`config.mk`:
```
export PLATFORM = sky130hd
export DESIGN_NAME = scaler_register_calc
export DESIGN_NICKNAME = d
export VERILOG_FILES = /design/src/scr_pkg.sv /design/src/scr_div.sv /design/src/scr_dp.sv /design/src/scr_ctrl.sv /design/src/scaler_register_calc.sv
export SDC_FILE = /design/constraint.sdc
export NUM_CORES = 2
export LEC_CHECK = 0
export ABC_AREA = 1
export BUFFER_PORTS_ARGS = -buffer_cell sky130_fd_sc_hd__buf_2
export CAP_MARGIN = 20
export CELL_PAD_IN_SITES_DETAIL_PLACEMENT = 0
export CELL_PAD_IN_SITES_GLOBAL_PLACEMENT = 1
export CORE_MARGIN = 2
export CORE_UTILIZATION = 41
export CTS_CLUSTER_DIAMETER = 30
export DETAILED_ROUTE_END_ITERATION = 10
export PLACE_DENSITY = 0.75
export SYNTH_ARGS = -nofsm -noshare
export SYNTH_HDL_FRONTEND = slang
export SYNTH_SLANG_ARGS = --single-unit
```
`constraint.sdc`:
```
create_clock -name i_clk -period 12.55 [get_ports i_clk]
set_input_delay 0.6275 -clock i_clk [delete_from_list [all_inputs] [get_ports i_clk]]
set_output_delay 0.6275 -clock i_clk [all_outputs]
set_load 0.02 [all_outputs]
```
`src/scr_pkg.sv`:
```
// ============================================================================
// Scaler register calculator package
// Shared types, register indexes and coefficient tables.
// ============================================================================
package scr_pkg;

    // configuration register indexes
    typedef enum logic [2:0] {
        CFG_IN_PPL   = 3'd0,
        CFG_IN_LPF   = 3'd1,
        CFG_H_OFFSET = 3'd2,
        CFG_V_OFFSET = 3'd3,
        CFG_MIRROR   = 3'd4,
        CFG_SOURCE   = 3'd5,
        CFG_SYNC     = 3'd6
    } t_cfg_idx;

    // field modes
    localparam logic [1:0] MODE_BOTH   = 2'd0;
    localparam logic [1:0] MODE_SINGLE = 2'd1;

    // divider jobs, in sequence order
    typedef enum logic [2:0] {
        DIV_V_LPI,
        DIV_V_Q,
        DIV_V_TEN,
        DIV_V_ACL,
        DIV_H_PSC,
        DIV_H_SCI
    } t_div_op;

    typedef enum logic [2:0] {
        ST_IDLE,
        ST_START,
        ST_DIV,
        ST_WAIT,
        ST_SRCH,
        ST_OUT
    } t_state;

    typedef struct packed {
        logic    load;
        logic    div_start;
        t_div_op div_op;
        logic    srch_step;
        logic    out_load;
    } t_cmd;

    typedef struct packed {
        logic v_err;
        logic h_err;
        logic lpi;
        logic srch_more;
        logic div_done;
        logic out_free;
    } t_status;

    typedef struct packed {
        logic [9:0]  in_ppl;
        logic [8:0]  in_lpf;
        logic [11:0] h_offset;
        logic [11:0] v_offset;
        logic        mirror;
        logic [1:0]  source;
        logic        sync;
    } t_cfg;

    localparam logic [9:0]  LIM_NORMAL   = 10'd768;
    localparam logic [9:0]  LIM_MIRROR   = 10'd384;
    localparam logic [20:0] XSCI_UNITY   = 21'h400;
    localparam logic [15:0] CY_INTERP    = 16'h00FF;

    localparam logic [8:0] H_ATT_STEPS [8] = '{9'd1, 9'd2, 9'd4, 9'd8,
                                               9'd2, 9'd4, 9'd8, 9'd16};
    localparam logic [8:0] V_ATT_STEPS [8] = '{9'd2, 9'd4, 9'd8, 9'd16,
                                               9'd32, 9'd64, 9'd128, 9'd256};

    localparam logic [7:0] HC_COEF [64] = '{
        8'h00,8'h02,8'h00,8'h06,8'h02,8'h08,8'h00,8'h1E,8'h0E,8'h26,8'h06,8'h42,
        8'h02,8'h80,8'h00,8'hFE,8'hFE,8'h7E,8'h7E,8'h3E,8'h3E,8'h1E,8'h1E,8'h0E,
        8'h0E,8'h06,8'h06,8'h02,8'h02,8'h00,8'h00,8'hFE,8'hFE,8'hFE,8'hFE,8'hFE,
        8'hFE,8'hFE,8'hFE,8'hFE,8'hFE,8'hFE,8'hFE,8'hFE,8'hFE,8'hFE,8'hFE,8'hFE,
        8'hFE,8'h7E,8'h7E,8'h3E,8'h3E,8'h1E,8'h1E,8'h0E,8'h0E,8'h06,8'h06,8'h02,
        8'h02,8'h00,8'h00,8'hFE};

    localparam logic [15:0] VC_COEF [64] = '{
        16'h0100,16'h0102,16'h0300,16'h0106,16'h0502,16'h0708,16'h0F00,16'h011E,
        16'h110E,16'h1926,16'h3906,16'h3D42,16'h7D02,16'h7F80,16'hFF00,16'h01FE,
        16'h01FE,16'h817E,16'h817E,16'hC13E,16'hC13E,16'hE11E,16'hE11E,16'hF10E,
        16'hF10E,16'hF906,16'hF906,16'hFD02,16'hFD02,16'hFF00,16'hFF00,16'h01FE,
        16'h01FE,16'h01FE,16'h01FE,16'h01FE,16'h01FE,16'h01FE,16'h01FE,16'h01FE,
        16'h01FE,16'h01FE,16'h01FE,16'h01FE,16'h01FE,16'h01FE,16'h01FE,16'h01FE,
        16'h01FE,16'h817E,16'h817E,16'hC13E,16'hC13E,16'hE11E,16'hE11E,16'hF10E,
        16'hF10E,16'hF906,16'hF906,16'hFD02,16'hFD02,16'hFF00,16'hFF00,16'h01FE};

    function automatic logic [7:0] hc_wsum(input logic [5:0] k);
        logic [7:0] w;
        case (k)
            6'd0:                         w = 8'd2;
            6'd1, 6'd2:                   w = 8'd4;
            6'd7, 6'd15, 6'd31, 6'd63:    w = 8'd16;
            default:                      w = 8'd8;
        endcase
        return w;
    endfunction

    function automatic logic [7:0] vc_wsum(input logic [5:0] k);
        logic [7:0] w;
        if (k == 6'd0)       w = 8'd2;
        else if (k < 6'd3)   w = 8'd4;
        else if (k < 6'd7)   w = 8'd8;
        else if (k < 6'd15)  w = 8'd16;
        else if (k < 6'd31)  w = 8'd32;
        else if (k < 6'd63)  w = 8'd64;
        else                 w = 8'd128;
        return w;
    endfunction

    // first step index whose value reaches w; 8 when none does
    function automatic logic [3:0] att_code(input logic [8:0] steps [8],
                                            input logic [7:0] w);
        logic [3:0] c;
        logic       found;
        c     = 4'd8;
        found = 1'b0;
        for (int i = 0; i < 8; i++) begin
            if (!found && steps[i] >= {1'b0, w}) begin
                c     = 4'(i);
                found = 1'b1;
            end
        end
        return c;
    endfunction

endpackage

```
`src/scr_div.sv`:
```
// ============================================================================
// Scaler register calculator divider
// Unsigned 32/32 restoring divider, two quotient bits per cycle.
// ============================================================================
module scr_div
    import scr_pkg::*;
(
    input  logic        i_clk,
    input  logic        i_rst_n,
    input  logic        i_start,
    input  logic [31:0] i_dividend,
    input  logic [31:0] i_divisor,
    output logic        o_done,
    output logic [31:0] o_quot
);

    logic [32:0] r_rem, n_rem;
    logic [31:0] r_quo, n_quo;
    logic [31:0] r_dvs;
    logic [3:0]  r_cnt;
    logic        r_busy;
    logic        r_done;
    logic [32:0] t1, t2, rem1;
    logic [31:0] quo1;

    always_comb begin
        t1   = {r_rem[31:0], r_quo[31]};
        quo1 = {r_quo[30:0], 1'b0};
        rem1 = t1;
        if (t1 >= {1'b0, r_dvs}) begin
            rem1    = t1 - {1'b0, r_dvs};
            quo1[0] = 1'b1;
        end
        t2    = {rem1[31:0], quo1[31]};
        n_quo = {quo1[30:0], 1'b0};
        n_rem = t2;
        if (t2 >= {1'b0, r_dvs}) begin
            n_rem    = t2 - {1'b0, r_dvs};
            n_quo[0] = 1'b1;
        end
    end

    always_ff @(posedge i_clk) begin
        if (!i_rst_n) begin
            r_busy <= 1'b0;
            r_done <= 1'b0;
            r_cnt  <= '0;
        end else begin
            r_done <= 1'b0;
            if (i_start) begin
                r_busy <= 1'b1;
                r_cnt  <= '0;
            end else if (r_busy) begin
                r_cnt <= r_cnt + 4'd1;
                if (r_cnt == 4'd15) begin
                    r_busy <= 1'b0;
                    r_done <= 1'b1;
                end
            end
        end
    end

    always_ff @(posedge i_clk) begin
        if (i_start) begin
            r_rem <= '0;
            r_quo <= i_dividend;
            r_dvs <= i_divisor;
        end else if (r_busy) begin
            r_rem <= n_rem;
            r_quo <= n_quo;
        end
    end

    assign o_done = r_done;
    assign o_quot = r_quo;

    a_start_idle: assert property (@(posedge i_clk) disable iff (!i_rst_n)
        i_start |-> !r_busy) else $error("divider restarted while busy");
    a_done_after_busy: assert property (@(posedge i_clk) disable iff (!i_rst_n)
        r_done |-> $past(r_busy) && !r_busy) else $error("stray divider done");

endmodule

```
`src/scr_dp.sv`:
```
// ============================================================================
// Scaler register calculator datapath
// Config registers, working registers, divider and word assembly.
// ============================================================================
module scr_dp
    import scr_pkg::*;
(
    input  logic         i_clk,
    input  logic         i_rst_n,
    input  logic         i_cfg_we,
    input  logic [2:0]   i_cfg_index,
    input  logic [11:0]  i_cfg_data,
    input  logic [9:0]   i_out_width,
    input  logic [9:0]   i_out_height,
    input  logic [1:0]   i_field_mode,
    input  t_cmd         i_cmd,
    output t_status      o_status,
    input  logic         i_m_tready,
    output logic         o_m_tvalid,
    output logic [159:0] o_m_tdata,
    output logic [1:0]   o_m_tuser
);

    t_cfg r_cfg;

    logic [9:0]         r_ox;
    logic [10:0]        r_oy;
    logic               r_lpi, r_verr, r_herr;
    logic signed [15:0] r_q;
    logic [31:0]        r_ysci, r_yacl;
    logic [9:0]         r_xpsc;
    logic [20:0]        r_xsci;
    logic [159:0]       r_tdata;
    logic [1:0]         r_tuser;
    logic               r_tvalid;

    logic [9:0]  in_x, in_y;
    logic        n_lpi;
    logic [10:0] n_oy;

    always_ff @(posedge i_clk) begin
        if (!i_rst_n) begin
            r_cfg <= '{in_ppl: 10'd720, in_lpf: 9'd288, h_offset: '0, v_offset: '0,
                       mirror: 1'b0, source: '0, sync: 1'b0};
        end else if (i_cfg_we) begin
            case (t_cfg_idx'(i_cfg_index))
                CFG_IN_PPL:   r_cfg.in_ppl   <= i_cfg_data[9:0];
                CFG_IN_LPF:   r_cfg.in_lpf   <= i_cfg_data[8:0];
                CFG_H_OFFSET: r_cfg.h_offset <= i_cfg_data;
                CFG_V_OFFSET: r_cfg.v_offset <= i_cfg_data;
                CFG_MIRROR:   r_cfg.mirror   <= i_cfg_data[0];
                CFG_SOURCE:   r_cfg.source   <= i_cfg_data[1:0];
                CFG_SYNC:     r_cfg.sync     <= i_cfg_data[0];
                default: ;
            endcase
        end
    end

    assign in_x = r_cfg.in_ppl;
    assign in_y = {r_cfg.in_lpf, 1'b0};

    // mode decode at load
    always_comb begin
        n_lpi = 1'b0;
        n_oy  = {1'b0, i_out_height};
        case (i_field_mode)
            MODE_BOTH:   n_lpi = {i_out_height, 1'b0} >= {1'b0, in_y};
            MODE_SINGLE: begin
                n_lpi = {i_out_height, 2'b0} >= {2'b0, in_y};
                n_oy  = {i_out_height, 1'b0};
            end
            default: n_lpi = 1'b0;
        endcase
    end

    // ---- divider operands ----
    logic        q_neg;
    logic [10:0] q_mag;
    logic [16:0] t_sum;
    logic [15:0] t_mag;
    logic [9:0]  lim;
    logic [6:0]  xc;
    logic [31:0] dvd, dvs, quo;
    logic        div_done;

    assign q_neg = r_oy >= {1'b0, in_y};
    assign q_mag = q_neg ? (r_oy + 11'd1 - {1'b0, in_y}) : ({1'b0, in_y} - r_oy - 11'd1);
    assign t_sum = {r_q[15], r_q} + 17'd9;
    assign t_mag = t_sum[16] ? 16'(17'd0 - t_sum) : t_sum[15:0];
    assign xc    = (r_xpsc > 10'd64) ? 7'd64 : r_xpsc[6:0];
    assign lim   = r_cfg.mirror ? LIM_MIRROR : LIM_NORMAL;

    always_comb begin
        dvd = '0;
        dvs = '0;
        case (i_cmd.div_op)
            DIV_V_LPI: begin
                dvd = {12'd0, in_y, 10'd0};
                dvs = {20'd0, 12'({1'b0, r_oy} + 12'd1)};
            end
            DIV_V_Q: begin
                dvd = 32'(q_mag) * 32'd10240;
                dvs = {22'd0, in_y};
            end
            DIV_V_TEN: begin
                dvd = {16'd0, t_mag};
                dvs = 32'd10;
            end
            DIV_V_ACL: begin
                dvd = r_ysci;
                dvs = 32'd1024 - r_ysci;
            end
            DIV_H_PSC: begin
                dvd = {22'd0, in_x};
                dvs = {22'd0, r_ox};
            end
            DIV_H_SCI: begin
                dvd = {12'd0, in_x, 10'd0};
                dvs = {15'd0, 17'(r_ox * xc)};
            end
            default: ;
        endcase
    end

    scr_div u_div (
        .i_clk      (i_clk),
        .i_rst_n    (i_rst_n),
        .i_start    (i_cmd.div_start),
        .i_dividend (dvd),
        .i_divisor  (dvs),
        .o_done     (div_done),
        .o_quot     (quo)
    );

    // ---- working registers ----
    always_ff @(posedge i_clk) begin
        if (i_cmd.load) begin
            r_ox   <= i_out_width;
            r_oy   <= n_oy;
            r_lpi  <= n_lpi;
            r_verr <= {1'b0, in_y} < {1'b0, i_out_height};
            r_herr <= i_out_width == 10'd0;
            r_ysci <= '0;
            r_yacl <= '0;
            r_q    <= '0;
            r_xpsc <= 10'd1;
            r_xsci <= '0;
        end else if (i_cmd.srch_step) begin
            r_xpsc <= r_xpsc + 10'd1;
        end else if (div_done) begin
            case (i_cmd.div_op)
                DIV_V_LPI: r_ysci <= ({1'b0, in_y} > r_oy) ? quo - 32'd1024 : '0;
                DIV_V_Q:   r_q <= (in_y == 10'd0) ? 16'sd0 :
                                  (q_neg ? -$signed(quo[15:0]) : $signed(quo[15:0]));
                DIV_V_TEN: r_ysci <= t_sum[16] ? 32'd0 - quo : quo;
                DIV_V_ACL: r_yacl <= (r_ysci < 32'd512) ? '0 : quo;
                DIV_H_PSC: r_xpsc <= (in_x > r_ox) ? quo[9:0] : 10'd1;
                DIV_H_SCI: r_xsci <= (in_x == r_ox && xc == 7'd1) ? XSCI_UNITY
                                     : quo[20:0] + {14'd0, xc};
                default: ;
            endcase
        end
    end

    // ---- word assembly ----
    logic [31:0] ype, ypo, ysum, vs, vg, ctl, hp, hs;
    logic [5:0]  ky, kx;
    logic [15:0] cy;
    logic [3:0]  dcgy, dcgx;
    logic [7:0]  pfuv, cxy;
    logic        xacm;

    always_comb begin
        ysum = r_ysci + 32'd15;
        if (r_lpi) begin
            ype = {4'd0, r_ysci[31:4]};
            ypo = ype + {6'd0, r_ysci[31:6]};
        end else begin
            ype = {4'd0, ysum[31:4]};
            ypo = ype;
        end
        ky   = (r_yacl < 32'd63) ? r_yacl[5:0] : 6'd63;
        cy   = r_lpi ? CY_INTERP : VC_COEF[ky];
        dcgy = r_lpi ? 4'd0 : att_code(V_ATT_STEPS, vc_wsum(ky));
        vs   = {!r_lpi, 31'd0} | (r_ysci << 21) | (r_yacl << 15) | (ypo << 8) | (ype << 1);
        if (r_verr) vs = '0;

        kx   = 6'(xc - 7'd1);
        cxy  = HC_COEF[kx];
        xacm = xc == 7'd1;
        dcgx = xacm ? 4'd0 : att_code(H_ATT_STEPS, hc_wsum(kx));
        if (r_xsci == XSCI_UNITY)  pfuv = 8'h00;
        else if (r_xsci < 21'h600) pfuv = 8'h01;
        else if (r_xsci < 21'h680) pfuv = 8'h11;
        else if (r_xsci < 21'h700) pfuv = 8'h22;
        else                       pfuv = 8'h33;

        vg  = {r_herr ? 8'h00 : pfuv, r_verr ? 24'd0 : {4'd0, dcgy, cy}};
        ctl = {r_cfg.source, r_cfg.mirror & !r_herr, r_cfg.sync, 4'd0,
               r_cfg.v_offset, 12'd0};
        hp  = r_herr ? '0 : {1'b0, dcgx, 3'd0, kx, xacm, 1'b0, cxy, cxy};
        hs  = r_herr ? {20'd0, r_cfg.h_offset}
                     : {(r_xsci == XSCI_UNITY) | r_xsci[19], r_xsci[18:0], r_cfg.h_offset};
    end

    // output register
    always_ff @(posedge i_clk) begin
        if (!i_rst_n) begin
            r_tvalid <= 1'b0;
        end else if (i_cmd.out_load) begin
            r_tvalid <= 1'b1;
        end else if (i_m_tready) begin
            r_tvalid <= 1'b0;
        end
    end

    always_ff @(posedge i_clk) begin
        if (i_cmd.out_load) begin
            r_tdata <= {hs, hp, ctl, vg, vs};
            r_tuser <= {r_verr, r_herr};
        end
    end

    assign o_m_tvalid = r_tvalid;
    assign o_m_tdata  = r_tdata;
    assign o_m_tuser  = r_tuser;

    assign o_status = '{v_err: r_verr, h_err: r_herr, lpi: r_lpi,
                        srch_more: {10'd0, in_x} >= 20'(lim * r_xpsc),
                        div_done: div_done, out_free: !r_tvalid || i_m_tready};

endmodule

```
`src/scr_ctrl.sv`:
```
// ============================================================================
// Scaler register calculator controller
// Sequences divider jobs, the prescale search and the result load.
// ============================================================================
module scr_ctrl
    import scr_pkg::*;
(
    input  logic    i_clk,
    input  logic    i_rst_n,
    input  logic    i_valid,
    output logic    o_ready,
    input  t_status i_status,
    output t_cmd    o_cmd
);

    t_state  r_state, n_state;
    t_div_op r_op, n_op;

    always_ff @(posedge i_clk) begin
        if (!i_rst_n) begin
            r_state <= ST_IDLE;
            r_op    <= DIV_V_LPI;
        end else begin
            r_state <= n_state;
            r_op    <= n_op;
        end
    end

    always_comb begin
        n_state = r_state;
        n_op    = r_op;
        o_cmd   = '{load: 1'b0, div_start: 1'b0, div_op: r_op,
                    srch_step: 1'b0, out_load: 1'b0};
        o_ready = r_state == ST_IDLE;
        case (r_state)
            ST_IDLE: begin
                if (i_valid) begin
                    o_cmd.load = 1'b1;
                    n_state    = ST_START;
                end
            end
            ST_START: begin
                if (!i_status.v_err) begin
                    n_op    = i_status.lpi ? DIV_V_LPI : DIV_V_Q;
                    n_state = ST_DIV;
                end else if (!i_status.h_err) begin
                    n_op    = DIV_H_PSC;
                    n_state = ST_DIV;
                end else begin
                    n_state = ST_OUT;
                end
            end
            ST_DIV: begin
                o_cmd.div_start = 1'b1;
                n_state         = ST_WAIT;
            end
            ST_WAIT: begin
                if (i_status.div_done) begin
                    case (r_op)
                        DIV_V_Q:   begin n_op = DIV_V_TEN; n_state = ST_DIV; end
                        DIV_V_TEN: begin n_op = DIV_V_ACL; n_state = ST_DIV; end
                        DIV_H_PSC: n_state = ST_SRCH;
                        DIV_H_SCI: n_state = ST_OUT;
                        default: begin
                            // vertical done
                            if (!i_status.h_err) begin
                                n_op    = DIV_H_PSC;
                                n_state = ST_DIV;
                            end else begin
                                n_state = ST_OUT;
                            end
                        end
                    endcase
                end
            end
            ST_SRCH: begin
                if (i_status.srch_more) begin
                    o_cmd.srch_step = 1'b1;
                end else begin
                    n_op    = DIV_H_SCI;
                    n_state = ST_DIV;
                end
            end
            ST_OUT: begin
                if (i_status.out_free) begin
                    o_cmd.out_load = 1'b1;
                    n_state        = ST_IDLE;
                end
            end
            default: n_state = ST_IDLE;
        endcase
    end

    a_wait_needs_job: assert property (@(posedge i_clk) disable iff (!i_rst_n)
        (r_state == ST_WAIT) |-> ($past(r_state) == ST_DIV || $past(r_state) == ST_WAIT))
        else $error("wait entered without divider start");
    a_step_in_search: assert property (@(posedge i_clk) disable iff (!i_rst_n)
        o_cmd.srch_step |-> r_op == DIV_H_PSC)
        else $error("prescale step outside search");

endmodule

```
`src/scaler_register_calc.sv`:
```
// ============================================================================
// Scaler register calculator
// Computes the five scaler register words from a requested output window.
// ============================================================================
// Each divider job runs 16 radix-4 steps in the shared divider; an item runs
// up to five divider jobs and a prescale search. Throughput: one item at a
// time; next input is taken once the result is in the output register.
// i_rst_n is synchronous active low: control clears and config registers
// return to 720 pixels, 288 lines, offsets and codes zero.
module scaler_register_calc
    import scr_pkg::*;
(
    input  logic         i_clk,
    input  logic         i_rst_n,
    // config write channel
    input  logic         i_cfg_valid,
    output logic         o_cfg_ready,
    input  logic [2:0]   i_cfg_index,
    input  logic [11:0]  i_cfg_data,
    // input stream
    input  logic         i_s_tvalid,
    output logic         o_s_tready,
    input  logic [23:0]  i_s_tdata,   // [9:0] out_width, [19:10] out_height, zero pad
    input  logic [1:0]   i_s_tuser,   // [1:0] field_mode
    // result stream
    output logic         o_m_tvalid,
    input  logic         i_m_tready,
    output logic [159:0] o_m_tdata,   // v_scale, v_gain, control, h_prescale, h_scale
    output logic [1:0]   o_m_tuser    // [0] h_error, [1] v_error
);

    t_cmd    cmd;
    t_status status;

    // config writes are always taken; software writes only while idle
    assign o_cfg_ready = 1'b1;

    scr_ctrl u_ctrl (
        .i_clk    (i_clk),
        .i_rst_n  (i_rst_n),
        .i_valid  (i_s_tvalid),
        .o_ready  (o_s_tready),
        .i_status (status),
        .o_cmd    (cmd)
    );

    scr_dp u_dp (
        .i_clk        (i_clk),
        .i_rst_n      (i_rst_n),
        .i_cfg_we     (i_cfg_valid),
        .i_cfg_index  (i_cfg_index),
        .i_cfg_data   (i_cfg_data),
        .i_out_width  (i_s_tdata[9:0]),
        .i_out_height (i_s_tdata[19:10]),
        .i_field_mode (i_s_tuser),
        .i_cmd        (cmd),
        .o_status     (status),
        .i_m_tready   (i_m_tready),
        .o_m_tvalid   (o_m_tvalid),
        .o_m_tdata    (o_m_tdata),
        .o_m_tuser    (o_m_tuser)
    );

    // an accepted transfer closes the input until the result is loaded
    a_one_in_flight: assert property (@(posedge i_clk) disable iff (!i_rst_n)
        (i_s_tvalid && o_s_tready) |=> !o_s_tready)
        else $error("second item accepted while busy");
    // vertical error leaves the vertical scale word clear
    a_verr_clear: assert property (@(posedge i_clk) disable iff (!i_rst_n)
        (o_m_tvalid && o_m_tuser[1]) |-> (o_m_tdata[31:0] == 32'd0))
        else $error("vertical word set on error");
    // horizontal error leaves the prescale word clear
    a_herr_clear: assert property (@(posedge i_clk) disable iff (!i_rst_n)
        (o_m_tvalid && o_m_tuser[0]) |-> (o_m_tdata[127:96] == 32'd0))
        else $error("prescale word set on error");

endmodule

```
## After elaboration in Yosys (flattened, before gate mapping)

Memory sizes are Yosys's and may differ from the RTL's.
Index checks and enable logic that the tools add are counted.

- Register bits: 437
- Memory bits (read-only): 1,536
- Bits of input ports: 46
- Output and inout bits: 165
- Logic and storage cells: 316
- Memories kept: 2

Memory list:

| memory | words | width | rd ports | clocked after Yosys merged registers in | write ports | RTL line | source |
|---|---|---|---|---|---|---|---|
| (no name shown) | 64 | 16 | 1 | 0 | 0 | scr_dp.sv:183 | `cy = r_lpi ? CY_INTERP : VC_COEF[ky];` |
| (no name shown) | 64 | 8 | 1 | 0 | 0 | scr_dp.sv:189 | `cxy = HC_COEF[kx];` |

- Add/sub/neg operators: 19
- $mul: 3
- Order comparisons: 35
- Equality and inequality tests: 32
- Multiplexer cells: 101
- Bitwise logic cells: 11
- Reductions and logical operators: 74

Operators with widths:

| kind | count |
|---|---|
| 32-bit one-hot mux with 6 select lines | 2 |
| 32-bit two-way mux | 7 |
| 32-bit OR | 3 |
| 16-bit two-way mux | 5 |
| 8-bit two-way mux | 9 |
| 33-bit by 32-bit greater-or-equal comparator with 1-bit output | 2 |
| 4-bit two-way mux | 16 |
| 32-bit one-hot mux with 2 select lines | 1 |
| 32-bit subtractor | 2 |
| 21-bit by 11-bit less-than comparator with 1-bit output, second input constant | 3 |
| 10-bit two-way mux | 6 |
| 32-bit by 4-bit adder with 32-bit output, second input constant | 1 |
| 32-bit by 10-bit less-than comparator with 1-bit output, second input constant | 1 |
| 32-bit by 6-bit less-than comparator with 1-bit output, second input constant | 1 |
| 32-bit by 29-bit OR with 32-bit output | 1 |
| 1-bit by 32-bit subtractor with 32-bit output, first input constant | 1 |
| 11-bit by 32-bit subtractor with 32-bit output, first input constant | 1 |
| 32-bit by 11-bit subtractor with 32-bit output, second input constant | 1 |
| 1-bit two-way mux | 31 |
| 3-bit two-way mux | 10 |
| 28-bit two-way mux | 1 |
| 3-bit one-hot mux with 3 select lines | 3 |
| 24-bit adder | 1 |
| 24-bit two-way mux | 1 |
| other kinds (85) | 165 |

## Longest topological paths before layout

- Depth after elaboration: 32
- Gate-level depth with buffers: 33
- Depth with buffers taken out: 32

## By module

From an unflattened synthesis, not the netlist that was laid out.

- Cell total of the unflattened synthesis: 5,218
- Area, all modules: 35,733.0 sq um

By module, submodules not included:

| module | instances | cells an instance | area each (sq um) | sequential area each (sq um) |
|---|---|---|---|---|
| scr_dp | 1 | 3,647 | 25,876.1 | 7,567.3 |
| scr_div | 1 | 1,470 | 9,263.9 | 2,682.6 |
| scr_ctrl | 1 | 99 | 581.8 | 120.1 |
| scaler_register_calc | 1 | 2 | 11.3 | 0.0 |

## Least setup slack after synthesis

Ideal clock, no wire load.

- Path kind: input to register
- From: input port i_m_tready
- To: register u_dp.r_tdata[105], in the netlist u_dp.o_m_tdata[105] (enable)
- Setup time: 0.903 ns
- Arrival time: 12.147 ns
- Data required time: 11.647 ns
- Slack: -0.500 ns
- Cell stages on the path: 2
- Path buffers: 0
- Cell sequence: nor2_1 > nor4_1

RTL lines:

| item | RTL line | source |
|---|---|---|
| start: declaration | scaler_register_calc.sv:27 | `input logic i_m_tready,` |
| end signal: assignment | scr_dp.sv:219 | `r_tdata <= {hs, hp, ctl, vg, vs};` |
| end: declaration | scr_dp.sv:33 | `logic [159:0] r_tdata;` |

## Worst setup path after layout

- From: register u_dp.r_cfg[3] (netlist name)
- To: register u_dp.r_yacl[2]

- Cells in the longest elaborated chain, start to end: 7

Ends and longest elaborated chain:

| item | RTL line | source |
|---|---|---|
| start: declaration | scr_dp.sv:24 | `t_cfg r_cfg;` |
| start signal: assignment | scr_dp.sv:43 | `r_cfg <= '{in_ppl: 10'd720, in_lpf: 9'd288, h_offset: '0, v_offset: '0,` |
| 10-bit two-way mux | scr_dp.sv:91 | `assign lim = r_cfg.mirror ? LIM_MIRROR : LIM_NORMAL;` |
| 10-bit by 10-bit multiplier with 20-bit output | scr_dp.sv:229 | `srch_more: {10'd0, in_x} >= 20'(lim * r_xpsc),` |
| 10-bit by 20-bit greater-or-equal comparator with 1-bit output | scr_dp.sv:229 |  |
| 1-bit two-way mux | scr_ctrl.sv:77 | `if (i_status.srch_more) begin` |
| 1-bit two-way mux | scr_ctrl.sv:35 | `case (r_state)` |
| 1-bit NOT (no source line) | n/a |  |
| 3-bit AND reduction (no source line) | n/a |  |
| end signal: assignment | scr_dp.sv:156 | `DIV_V_ACL: r_yacl <= (r_ysci < 32'd512) ? '0 : quo;` |
| end: declaration | scr_dp.sv:30 | `logic [31:0] r_ysci, r_yacl;` |

No other way between the ends.
A chain may end at the register's enable or synchronous reset.

==> key figures <==
Floorplanning
  – Die width: 294 um
  – Io pins: 211
  – Row count: 106
  – Die height: 294 um
  – Initial core utilization: 41.3%
  – Core area: 83600 um^2
  – Die ar.: 86600 um^2

Finish
  – Final nets: 5542
  – Syn-to-layout area delta: 15.9%
  – Most common cell after layout, fill and taps aside: nand2_1
  – Final std cells w/o fill: 6331
  – Multi-input logic area: 20800 um^2
  – Share of post-route cells with drive strength above 1: 8.76%
  – N_diodes: 0
  – Core Util, Final: 47.9%
  – Fillcell total: 8584
  – Reg area: 10400 um^2
  – Most frequent cells in the layout: 1134 x nand2_1, 668 x inv_1, 580 x nor2_1

Global routing
  – Grt ovf: 0
  – Global-route wire length before repair: 187000 um
  – Vias in the first global route: 32200
  – GRT Overall Usage: 27.9%
  – Largest net degree at the start of global routing: 77
  – Initial antenna violation count: 3

CTS
  – Clock slew at reported path FFs: 50 ps
  – H-tree depth: 3
  – Root Buffer: clkbuf_16
  – Worst-Skew Late Latency: 680 ps
  – Clock tree buffer depth: 3
  – Clock sink count: 413
  – CTS tree: done
  – Post-CTS Setup Bufs: 0
  – Post-CTS sizing: 0
  – CTS Hold Bufs: 0
  – TritonCTS buffer count: 106

Worst setup path
  – Crit path max fanout: 33
  – Worst r2r path cells: 21
  – CP Buf/Inv Count: 3
  – Worst-path cell chain: nand2_1 -> inv_1 -> fa_1 -> ha_1 -> ha_1 -> ha_1 -> ha_1 -> ha_1 -> a21oi_1 -> o21ai_0 -> a21oi_1 -> nand3_1 -> nand2_1 -> nor2_1 -> nand3_2 -> buf_4 -> nand3_2 -> inv_1 -> o21ai_0 -> nand2_1 -> nor2_1
  – Crit start category: register
  – Critical path depth: 21
  – Crit-path most repeated cell: ha_1
  – Critical Path Sink Type: register
  – Crit-path slowest cell: inv_1
  – CP top delay family: adder cells
  – Critical Setup Path Class: register to register
  – Data arrival time of the worst path: 7040 ps
  – CP Data Required Time: 13060 ps
  – Largest stage delay on the critical path: 930 ps

Pwr
  – Worst vdd ir: 0.143 mV
  – Power density over the cells: 225 nW/um^2
  – Power Total: 9.00 mW
  – P_leak: 19.1 nW

Timing
  – Final Hold Fails: 0
  – Unrepaired setup endpoints after global routing: no
  – Setup Skew: 27.3 ps
  – Relative slew slack: 21.5%
  – Fmax: 0.153 GHz
  – Final Critical Period: 6540 ps
  – Final setup vio count: 0
  – Tightest Pin Transition: 1170 ps
  – Slew Limit Fails: 0
  – Period Utilization, post-route: 52.1%
  – Setup TNS: 0 ps

Yosys
  – Yosys warns: 0
  – Post-synth EDFFs: 210
  – Main synth FF type: edfxtp_1
  – Synthesized instance count: 5002
  – Share of the yosys chip area belonging to registers: 30.0%
  – Mean post-synth cell area: 6.91 um^2
  – Count of cell types in the netlist: 65
  – Syn Std Cell Area: 34500 um^2
  – Yosys reg bits: 413
  – Share of synthesized flip-flops with an asynchronous set or reset: 0%

Run status
  – Status: finished clean

Routing
  – Final ANT Viol Nets: 0
  – Via Count: 33900
  – Vias per cell: 5.36
  – WL final: 122000 um
  – DRT iter0 DRCs: 2593
  – Wire length per cell: 19.3 um
  – Detailed Routing Iterations Pass 1: 8
  – Drt drc: 0

Placement
  – Gpl congestion: 0.967
  – Final HPWL DP: 94400 um
  – Placed instance count: 6131
  – Port Buffer Count: 173

Min path
  – Hold WC Path Type: input pin to register
  – Worst Hold Depth: 1

Run
  – Max-cap check violation count: 0
## layout make-up
cell class | count | area share [%]
inverters | 696 | 6.52
clock buffers | 130 | 7.21
well taps | 1080 | 3.37
clock inverters | 69 | 2.29
repair buffers | 201 | 2.76
multi-input cells | 3742 | 51.9
flip-flops and latches | 413 | 25.9
## Yosys cell counts (all sizes together) (3+ instances only)
cell     instances  share of area [%]
a211oi           8               0.17
a21boi           5               0.11
a21o            14               0.30
a21oi          334                4.8
a221oi           7               0.18
a31oi           21               0.38
buf             88                1.7
clkbuf          96                1.0
clkinv          13               0.14
dfxtp          203                 12
edfxtp         210                 18
fa              57                3.3
ha             279                 10
inv            683                7.4
nand2         1140                 12
nand3          326                4.8
nand3b          17               0.37
nand4           61                1.1
nor2           601                6.8
nor3            89                1.4
nor3b            3              0.065
nor4            29               0.53
o2111ai          9               0.23
o211ai          27               0.59
o21a             9               0.20
o21ai          433                6.3
o21bai          18               0.39
o221ai           6               0.15
o22ai           35               0.63
o31ai            8               0.17
or2             28               0.51
xnor2           43                1.1
xor2            86                2.2
## metrics by stage
| step | setup slack [ps] | hold slack [ps] | instance area [um^2] |
|---|---|---|---|
| floorplan | 4660 | 402 | 34700 |
| global placement | 6050 | 407 | 36200 |
| detailed placement | 6010 | 409 | 36200 |
| CTS | 5990 | 122 | 40000 |
| global route | 5380 | 144 | 40000 |
| finish | 6010 | 162 | 40000 |
## report_power, final
group / internal [mW] / switching (mW) / total, mW
clock network: 2.03 / 0.865 / 2.89
logic: 1.35 / 2.91 / 4.26
registers: 1.66 / 0.186 / 1.84
## per-layer routing
| layer | share of wire, % | track usage [%] |
|---|---|---|
| met4 | 3.2 | 9.44 |
| met3 | 6.5 | 4.44 |
| met2 | 46 | 45.5 |
| met1 | 45 | 37.6 |
| met5 | 0.045 | 0 |
## registers in the layout, summed over array words and instances (netlist names), 10 cells and up
| signal | flops |
|---|---|
| u_dp.r_ysci | 32 |
| u_dp.r_yacl | 32 |
| u_dp.r_xpsc | 10 |
| u_dp.r_ox | 10 |
| u_dp.r_q | 16 |
| u_dp.r_oy | 11 |
| u_dp.in_x | 10 |
| u_dp.ctl | 15 |
| u_dp.r_xsci | 21 |
| u_dp.u_div.o_quot | 32 |
| u_dp.r_cfg | 13 |
| u_dp.u_div.r_rem | 32 |
| u_dp.u_div.r_dvs | 32 |
| u_dp.o_m_tdata | 120 |
## worst paths after layout
kind                                                   from                             to  slack (ps)
worst max-delay path             u_dp.r_cfg[3]$_SDFFE_PN0P_    u_dp.r_yacl[2]$_SDFFE_PP0P_        6010
worst min-delay path                           i_s_tdata[0]         u_dp.r_ox[0]$_DFFE_PP_         160
worst max register to register   u_dp.r_cfg[3]$_SDFFE_PN0P_    u_dp.r_yacl[2]$_SDFFE_PP0P_        6010
worst min register to register  u_dp.r_cfg[26]$_SDFFE_PN0P_  u_dp.o_m_tdata[138]$_DFFE_PP_         420
## logic make-up after synthesis
family	count (synthesis)	synth area share, %
multiplexers	1	0.0290
other	2	0.0217
AND/OR/NAND/NOR	2299	28.1
XOR/XNOR	129	3.31
AO/OA/AOI/OAI	942	14.9
adder cells (fa/ha/maj)	336	13.4
buffers and inverters	880	10.3
flip-flops	413	30.0
(Power assumes the default switching activity.)
